--- config.mk ---
export PLATFORM = sky130hd
export DESIGN_NAME = integer_to_ascii_formatter_core
export DESIGN_NICKNAME = d
export VERILOG_FILES = /design/src/design/itaf_pkg.sv /design/src/design/itaf_dpath.sv /design/src/design/itaf_ctrl.sv /design/src/design/integer_to_ascii_formatter_core.sv
export SDC_FILE = /design/constraint.sdc
export NUM_CORES = 1
export LEC_CHECK = 0
export BUFFER_PORTS_ARGS = -buffer_cell sky130_fd_sc_hd__buf_2
export CAP_MARGIN = 0
export CORE_MARGIN = 5
export CORE_UTILIZATION = 63
export CTS_BUF_LIST = sky130_fd_sc_hd__clkbuf_8
export DETAILED_ROUTE_END_ITERATION = 12
export HOLD_SLACK_MARGIN = 0.06
export PLACE_DENSITY = 0.83
export RECOVER_POWER = 50
export SYNTH_ARGS = -nofsm -noshare
export SYNTH_HDL_FRONTEND = slang
export SYNTH_HIERARCHICAL = 1
export SYNTH_SLANG_ARGS = --single-unit
--- constraint.sdc ---
create_clock -name clk -period 4.1 [get_ports clk]
set_clock_uncertainty 0.2 [all_clocks]
set_input_delay 1.23 -clock clk [delete_from_list [all_inputs] [get_ports clk]]
set_output_delay 1.23 -clock clk [all_outputs]
set_load 0.005 [all_outputs]
--- src/design/itaf_pkg.sv ---
// Shared types and character constants of the integer to ASCII formatter.
package itaf_pkg;

	// Format modes carried in the action field
	localparam logic [1:0] ACT_SIGNED_DEC   = 2'd0;
	localparam logic [1:0] ACT_UNSIGNED_DEC = 2'd1;
	localparam logic [1:0] ACT_HEX          = 2'd2;

	// Character codes
	localparam logic [7:0] ASCII_ZERO  = 8'h30;
	localparam logic [7:0] ASCII_MINUS = 8'h2D;
	localparam logic [7:0] ASCII_UPPER_A = 8'h41;

	// Number base and digit geometry
	localparam int unsigned DEC_BASE   = 10;
	localparam int unsigned HEX_BASE   = 16;
	localparam int unsigned WORD_W     = 32;
	localparam int unsigned NUM_DIGITS = 10;
	localparam int unsigned DIGIT_W    = 4;
	localparam int unsigned DIGITS_W   = NUM_DIGITS * DIGIT_W;
	localparam int unsigned IDX_W      = 4;
	localparam int unsigned CNT_W      = 5;

	typedef struct packed {
		logic [1:0]        action;
		logic [WORD_W-1:0] value;
	} in_t;

	typedef struct packed {
		logic [7:0] ascii_char;
		logic       last;
	} out_t;

	// Commands from the controller to the datapath
	typedef struct packed {
		logic load;
		logic dabble;
		logic step_down;
		logic sel_sign;
	} cmd_t;

	// Status from the datapath to the controller
	typedef struct packed {
		logic neg;
		logic skip;
		logic idx_zero;
	} sts_t;

endpackage

--- src/design/itaf_dpath.sv ---
// Datapath: operand registers, shift-add-3 converter, digit selection and character coding.
module itaf_dpath (
	input  logic          clk,
	input  itaf_pkg::in_t in_data,
	input  itaf_pkg::cmd_t cmd,
	output itaf_pkg::sts_t sts,
	output itaf_pkg::out_t out_data
);

	logic [itaf_pkg::WORD_W-1:0]   bin_q;
	logic [itaf_pkg::DIGITS_W-1:0] dig_q;
	logic [itaf_pkg::IDX_W-1:0]    idx_q;
	logic                          neg_q;

	logic                          is_neg;
	logic [itaf_pkg::WORD_W-1:0]   mag;
	logic [itaf_pkg::DIGITS_W-1:0] dig_adj;
	logic [itaf_pkg::DIGIT_W-1:0]  cur_nib;
	logic [7:0]                    digit_char;

	// Magnitude of the incoming word; only signed mode with the top bit set is negative.
	always_comb begin
		is_neg = (in_data.action == itaf_pkg::ACT_SIGNED_DEC) && in_data.value[itaf_pkg::WORD_W-1];
		mag    = is_neg ? (~in_data.value + 32'd1) : in_data.value;
	end

	// Add three to every BCD digit of five or more before the next shift.
	always_comb begin
		for (int i = 0; i < itaf_pkg::NUM_DIGITS; i++) begin
			if (dig_q[i*itaf_pkg::DIGIT_W +: itaf_pkg::DIGIT_W] >= 4'd5) begin
				dig_adj[i*itaf_pkg::DIGIT_W +: itaf_pkg::DIGIT_W] =
					dig_q[i*itaf_pkg::DIGIT_W +: itaf_pkg::DIGIT_W] + 4'd3;
			end else begin
				dig_adj[i*itaf_pkg::DIGIT_W +: itaf_pkg::DIGIT_W] =
					dig_q[i*itaf_pkg::DIGIT_W +: itaf_pkg::DIGIT_W];
			end
		end
	end

	// Operand and digit registers.
	always_ff @(posedge clk) begin
		if (cmd.load) begin
			neg_q <= is_neg;
			idx_q <= 4'(itaf_pkg::NUM_DIGITS - 1);
			if (in_data.action[1]) begin
				// Hexadecimal needs no conversion: the nibbles are the digits.
				dig_q <= {{(itaf_pkg::DIGITS_W - itaf_pkg::WORD_W){1'b0}}, in_data.value};
				bin_q <= '0;
			end else begin
				dig_q <= '0;
				bin_q <= mag;
			end
		end else if (cmd.dabble) begin
			{dig_q, bin_q} <= {dig_adj[itaf_pkg::DIGITS_W-2:0], bin_q, 1'b0};
		end else if (cmd.step_down) begin
			idx_q <= idx_q - 4'd1;
		end
	end

	// Digit under the index and its character.
	always_comb begin
		cur_nib = dig_q[{idx_q, 2'b00} +: itaf_pkg::DIGIT_W];
		if (cur_nib < 4'(itaf_pkg::DEC_BASE)) begin
			digit_char = itaf_pkg::ASCII_ZERO + {4'd0, cur_nib};
		end else begin
			digit_char = itaf_pkg::ASCII_UPPER_A + {4'd0, cur_nib} - 8'(itaf_pkg::DEC_BASE);
		end
	end

	// Status and output character.
	always_comb begin
		sts.neg      = neg_q;
		sts.idx_zero = (idx_q == '0);
		sts.skip     = (idx_q != '0) && (cur_nib == '0);
		if (cmd.sel_sign) begin
			out_data.ascii_char = itaf_pkg::ASCII_MINUS;
			out_data.last       = 1'b0;
		end else begin
			out_data.ascii_char = digit_char;
			out_data.last       = (idx_q == '0);
		end
	end

endmodule

--- src/design/itaf_ctrl.sv ---
// Controller: sequences loading, conversion, leading zero skip and character output.
module itaf_ctrl (
	input  logic           clk,
	input  logic           arst_n,
	input  logic           in_valid,
	input  logic           in_hex,
	output logic           in_ready,
	output logic           out_valid,
	input  logic           out_ready,
	input  itaf_pkg::sts_t sts,
	output itaf_pkg::cmd_t cmd
);

	typedef enum logic [2:0] {
		ST_IDLE,
		ST_CONV,
		ST_SCAN,
		ST_SIGN,
		ST_DIGIT
	} state_t;

	state_t                     state_q;
	logic [itaf_pkg::CNT_W-1:0] cnt_q;

	// Commands decoded from the current state and handshakes.
	always_comb begin
		cmd       = '0;
		in_ready  = 1'b0;
		out_valid = 1'b0;
		case (state_q)
			ST_IDLE: begin
				in_ready = 1'b1;
				cmd.load = in_valid;
			end
			ST_CONV: begin
				cmd.dabble = 1'b1;
			end
			ST_SCAN: begin
				cmd.step_down = sts.skip;
			end
			ST_SIGN: begin
				out_valid    = 1'b1;
				cmd.sel_sign = 1'b1;
			end
			ST_DIGIT: begin
				out_valid     = 1'b1;
				cmd.step_down = out_ready && !sts.idx_zero;
			end
			default: begin
				cmd = '0;
			end
		endcase
	end

	// State register and conversion step counter.
	always_ff @(posedge clk or negedge arst_n) begin
		if (!arst_n) begin
			state_q <= ST_IDLE;
			cnt_q   <= '0;
		end else begin
			case (state_q)
				ST_IDLE: begin
					cnt_q <= '0;
					if (in_valid) begin
						state_q <= in_hex ? ST_SCAN : ST_CONV;
					end
				end
				ST_CONV: begin
					cnt_q <= cnt_q + 5'd1;
					if (cnt_q == 5'(itaf_pkg::WORD_W - 1)) begin
						state_q <= ST_SCAN;
					end
				end
				ST_SCAN: begin
					if (!sts.skip) begin
						state_q <= sts.neg ? ST_SIGN : ST_DIGIT;
					end
				end
				ST_SIGN: begin
					if (out_ready) begin
						state_q <= ST_DIGIT;
					end
				end
				ST_DIGIT: begin
					if (out_ready && sts.idx_zero) begin
						state_q <= ST_IDLE;
					end
				end
				default: begin
					state_q <= ST_IDLE;
				end
			endcase
		end
	end

endmodule

--- src/design/integer_to_ascii_formatter_core.sv ---
// Top level of the integer to ASCII formatter: controller and datapath.
//
//  Channel | Direction | Handshake            | Payload
//  in      | input     | in_valid / in_ready  | in_data  (action, value)
//  out     | output    | out_valid / out_ready| out_data (ascii_char, last)
//
// One number is handled at a time. A decimal number is loaded, converted by
// the shift-add-3 converter, then leading zeros are skipped to find the first
// digit, and the characters are given out one after another; hexadecimal
// skips the converter.
// A stalled output holds the state and the character until it is taken.
// Reset returns the controller to idle; the datapath registers need none.
module integer_to_ascii_formatter_core (
	input  logic           clk,
	input  logic           arst_n,
	input  logic           in_valid,
	output logic           in_ready,
	input  itaf_pkg::in_t  in_data,
	output logic           out_valid,
	input  logic           out_ready,
	output itaf_pkg::out_t out_data
);

	itaf_pkg::cmd_t cmd;
	itaf_pkg::sts_t sts;

	// Sequencing of one transaction.
	itaf_ctrl u_ctrl (
		.clk       (clk),
		.arst_n    (arst_n),
		.in_valid  (in_valid),
		.in_hex    (in_data.action[1]),
		.in_ready  (in_ready),
		.out_valid (out_valid),
		.out_ready (out_ready),
		.sts       (sts),
		.cmd       (cmd)
	);

	// Conversion and character generation.
	itaf_dpath u_dpath (
		.clk      (clk),
		.in_data  (in_data),
		.cmd      (cmd),
		.sts      (sts),
		.out_data (out_data)
	);

endmodule

==> After elaboration in Yosys (flattened, before gate mapping) <==
Cells that the tools add are included.
{ "totals": {"ff_bits": 85, "latchBits": 0, "ram_bits": 0, "romBits": 0, "inputBits": 38, "output_inout_bits": 11, "word_cells": 95, "n_memories": 0} }
{ "classes": {"n_addsub": 16, "mul": 0, "n_div": 0, "n_lt_le_gt_ge": 11, "n_eq_ne": 10, "n_shift": 1, "mux": 34, "bitwise": 2, "n_reduce_logical": 15} }
{ "op_table": {"columns": ["op", "n"], "rows": [
  ["$mux W32", 5],
  ["$mux W40", 2],
  ["$ge A4 B3 Y1 const B", 10],
  ["$shiftx A40 B7 Y4", 1],
  ["$add A4 B2 Y4 const B", 9],
  ["$mux W4", 9],
  ["$add A32 B1 Y32 const B", 1],
  ["$not A32 Y32", 1],
  ["$mux W3", 7],
  ["$pmux W3 S5", 1],
  ["$pmux W5 S2", 1],
  ["$mux W9", 1],
  ["$add A7 B4 Y8 const A", 1],
  ["$logic_not A4 Y1", 2],
  ["$mux W8", 1],
  ["$sub A8 B4 Y8 const B", 1],
  ["$add A6 B4 Y7 const A", 1],
  ["$eq A3 B2 Y1 const B", 2],
  ["$ne A2 B2 Y1 const B", 3],
  ["$add A5 B1 Y5 const B", 1],
  ["$eq A5 B5 Y1 const B", 1],
  ["$mux W1", 5],
  ["$reduce_and A5 Y1", 1],
  ["$logic_and A1 B1 Y1", 4],
  ["16 further kinds", 18]
]} }

==> Logic depth before layout (Yosys ltp) <==
{ "logic_depth": {"ltp_word": 5, "depth_mapped": 13, "depth_no_buf": 11} }

==> Hierarchy <==
Netlist, hierarchy kept.
{ "modules_own_cells": {"columns": ["module", "instances", "cells_each", "area_per_inst_um2", "seq_area_each_um2"], "rows": [
  ["itaf_dpath", 1, 550, 5348.9, 2272.2],
  ["itaf_ctrl", 1, 60, 574.3, 200.2]
]} }

==> Worst setup path before layout <==
Ideal clock, no wire load.
{ "synth_timing": {"kind": "reg-to-output", "startpoint": "register u_dpath/idx_q[0] (netlist name)", "endpoint": "output port out_data[3] (netlist name)", "arrival_ns": 2.031, "slack_ns": 0.639, "path_stages_with_launch": 7, "cell_sequence": "dfxtp_1 > buf_2 > mux4_2 > a211oi_2 > ha_1 > a21oi_1 > or3_1"} }
{ "synth_rtl": {"columns": ["element", "line", "rtl"], "rows": [
  ["start: declaration", "itaf_dpath.sv:12", "logic [itaf_pkg::IDX_W-1:0] idx_q;"],
  ["start signal: assignment", "itaf_dpath.sv:44", "idx_q <= 4'(itaf_pkg::NUM_DIGITS - 1);"],
  ["start signal: assignment", "itaf_dpath.sv:56", "idx_q <= idx_q - 4'd1;"],
  ["end: declaration", "integer_to_ascii_formatter_core.sv:21", "output itaf_pkg::out_t out_data"]
]} }

==> impl_metrics.json <==
{
  "synthTopCellsByArea": "edfxtp_1 (37%), ha_1 (5.5%), a21oi_1 (3.6%)",
  "cts_tree": "yes",
  "cap_violations": 0,
  "avgRoutedWirePerCell_um": 18.5,
  "worst-r2r-cell-count": 6,
  "antenna_cells": 0,
  "period_minus_slack_ns": 3.98,
  "ir_drop_mv": 0.396,
  "hold_viol": 0,
  "netlist.area_leader.share": 0.370,
  "drt_wl_total_um": 14100,
  "dpl.hpwl_um": 10100,
  "drive_gt1_frac": 0.144,
  "first_global_vias": 4774,
  "die_area_mm2": 0.0114,
  "rsz0062_at_grt": "no",
  "r2r_slack_ns": 0.87,
  "syn_nets": 674,
  "area_delta_synth_final_pct": 9.15,
  "crit_fanout": 7,
  "synth_edf_count": 73,
  "via_count": 4894,
  "fp.dieH_um": 107,
  "p_leak_nw": 2.53,
  "drt_iter0_markers": 490,
  "crit_type": "reg -> out",
  "antenna_found_initial": 0,
  "synthFlopType": "edfxtp_1",
  "gp_congestion": 0.890,
  "p_per_area_mw_per_mm2": 797,
  "synth-seq-area-share": 0.417,
  "grt-ovfl-total": 0,
  "via_per_inst": 6.45,
  "finalSetupTns_ns": 0,
  "r2r-end": "u_dpath/bin_q[27]$_DFFE_PP_",
  "path_clk_slew_ns": 0.09,
  "cts_sinks": 85,
  "postSynthAreaPerCell_um2": 9.71,
  "synth_cells": 610,
  "clk_latency_ns": 0.35,
  "track_usage": 0.253,
  "row_count": 35,
  "worst_hold_path.num_cells": 1,
  "start_kind": "register",
  "io_buffers": 47,
  "holdPathEnd": "u_ctrl/cnt_q[3]$_DFFE_PN0P_",
  "drc": 0,
  "setup-violations-final": 0,
  "status": "complete, no violations",
  "synth_area_mm2": 0.00592,
  "fin_nets": 707,
  "core_region_area_mm2": 0.00920,
  "holdBufCountCts": 0,
  "yosys-top-cells-count": "edfxtp_1 (73), nor2_1 (44), a21oi_1 (43), o21ai_0 (39), nand3_1 (33)",
  "critPathArrivalTime_ns": 2.55,
  "power_mw": 5.15,
  "clock.fmax_mhz": 251,
  "finalMaxSlewViolations": 0,
  "die_w_um": 107,
  "antenna_left": 0,
  "ios": 49,
  "first_pass_iters": 5,
  "cts_made_buffers": 9,
  "grt_max_degree": 78,
  "cp-end-kind": "primary output",
  "cts_root_buffer": "clkbuf_8",
  "r2r_start": "u_ctrl/state_q[0]$_DFFE_PN0P_",
  "worst_pin_slew_ns": 1.48,
  "cts_buffer_depth": 2,
  "yosysMostFrequentCell": "edfxtp_1",
  "grt_pass1_wl_um": 23200,
  "synth.distinct_cells": 68,
  "synth_top_area_cell": "edfxtp_1",
  "ys_seq_elements": 85,
  "htreeDepth": 3,
  "yosysWarnings": 6,
  "hold_class": "reg -> reg",
  "postSynth.asyncResetShare": 0.0941,
  "critPathRequiredTime_ns": 2.67,
  "max_slew_margin": 0.0136,
  "min_from": "u_ctrl/cnt_q[3]$_DFFE_PN0P_",
  "start_util": 0.644,
  "post-route-period-util": 0.970
}
[power by group]
group	switching, mW	leakage, nW	internal (mW)
clock network	0.310	0.125	0.404
registers	0.382	0.850	1.66
logic	1.35	1.56	1.05
[worst max-delay path: stages (launching register included)]
cell,delay [ns]
dfxtp_1,0.47
or3b_2,0.51
nor2_1,0.23
a211oi_4,0.09
ha_1,0.24
and4b_1,0.19
or3_1,0.33
buf_2,0.13
[timing repair]
item | CTS | global route
endpoints found under the setup margin | 2 | 2
gates resized for setup | 1 | 2
buffers inserted | 0 | 1
pin swaps | 0 | 1
[per-layer routing]
layer / GRT usage / vias up / routed length, µm
met1: 0.346 / 2306 / 5870
li1: - / 2332 / -
met4: 0.0767 / 0 / 295
met3: 0.0349 / 25 / 1100
met2: 0.422 / 231 / 6810
met5: 0 / - / 0
[metrics by stage]
stage | cells | instance area (µm²) | hold WS (ns) | utilization | worst slack, ns
after global placement | 742 | 6240 | 0.258 | 0.679 | 0.402
after global routing | 759 | 6460 | 0.302 | 0.703 | 0.00850
final | 759 | 6460 | 0.283 | 0.703 | 0.122
after detailed placement | 742 | 6240 | 0.273 | 0.679 | 0.318
after CTS | 758 | 6480 | 0.286 | 0.705 | 0.0492
after floorplan | 610 | 5920 | 0.238 | - | 0.639
[flip-flops by register name, summed over array words and instances (netlist names)]
signal / cells
u_ctrl/cnt_q: 5
u_ctrl/state_q: 3
u_dpath/bin_q: 32
u_dpath/dig_q: 40
u_dpath/idx_q: 4
u_dpath/neg_q: 1
[cell usage in the layout (no fill, tap or decap), drive strengths merged, types with 5 or more instances in the layout]
cell / instances
clkbuf: 14
ha: 26
nand3b: 5
edfxtp: 73
or3: 6
nand2b: 19
a22o: 17
buf: 54
or2: 7
nor4: 5
nand3: 33
xnor2: 21
mux2i: 15
a31oi: 6
dfrtp: 8
o2bb2ai: 5
nor3: 15
nor3b: 9
mux4: 5
nor2: 44
o31ai: 22
nand2: 25
nor2b: 8
xor2: 23
o21ai: 40
inv: 32
a21oi: 43
[worst max-delay path by stage]
stage,start,slack (ns),depth (start not counted),end
2_1_floorplan,u_dpath/idx_q[0]$_SDFFE_PP1P_,0.64,6,out_data[3]
3_3_place_gp,in_data[0],0.40,8,u_dpath/bin_q[28]$_DFFE_PP_
3_5_place_dp,u_dpath/idx_q[0]$_SDFFE_PP1P_,0.32,5,out_data[2]
4_1_cts,u_dpath/idx_q[1]$_SDFFE_PP0P_,0.05,6,out_data[2]
5_1_grt,u_dpath/idx_q[2]$_SDFFE_PP0P_,0.008,7,out_data[3]
6_report,u_dpath/idx_q[2]$_SDFFE_PP0P_,0.12,7,out_data[3]
[layout make-up]
| type | instances | area, µm² |
|---|---|---|
| multi-input combinational | 457 | 3180 |
| fill | 684 | 2730 |
| sequential | 85 | 2470 |
| timing repair buffer | 59 | 314 |
| tap | 111 | 139 |
| clock buffer | 9 | 124 |
| clock inverter | 7 | 116 |
| inverter | 31 | 116 |
[cell families after synthesis]
| family | share of synthesized area |
|---|---|
| XOR/XNOR | 0.0651 |
| AO/OA/AOI/OAI | 0.179 |
| other | 0.000633 |
| multiplexers | 0.0488 |
| buffers and inverters | 0.0471 |
| adder cells (fa/ha/maj) | 0.0549 |
| flip-flops | 0.417 |
| AND/OR/NAND/NOR | 0.187 |
(Power assumes the default switching activity.)
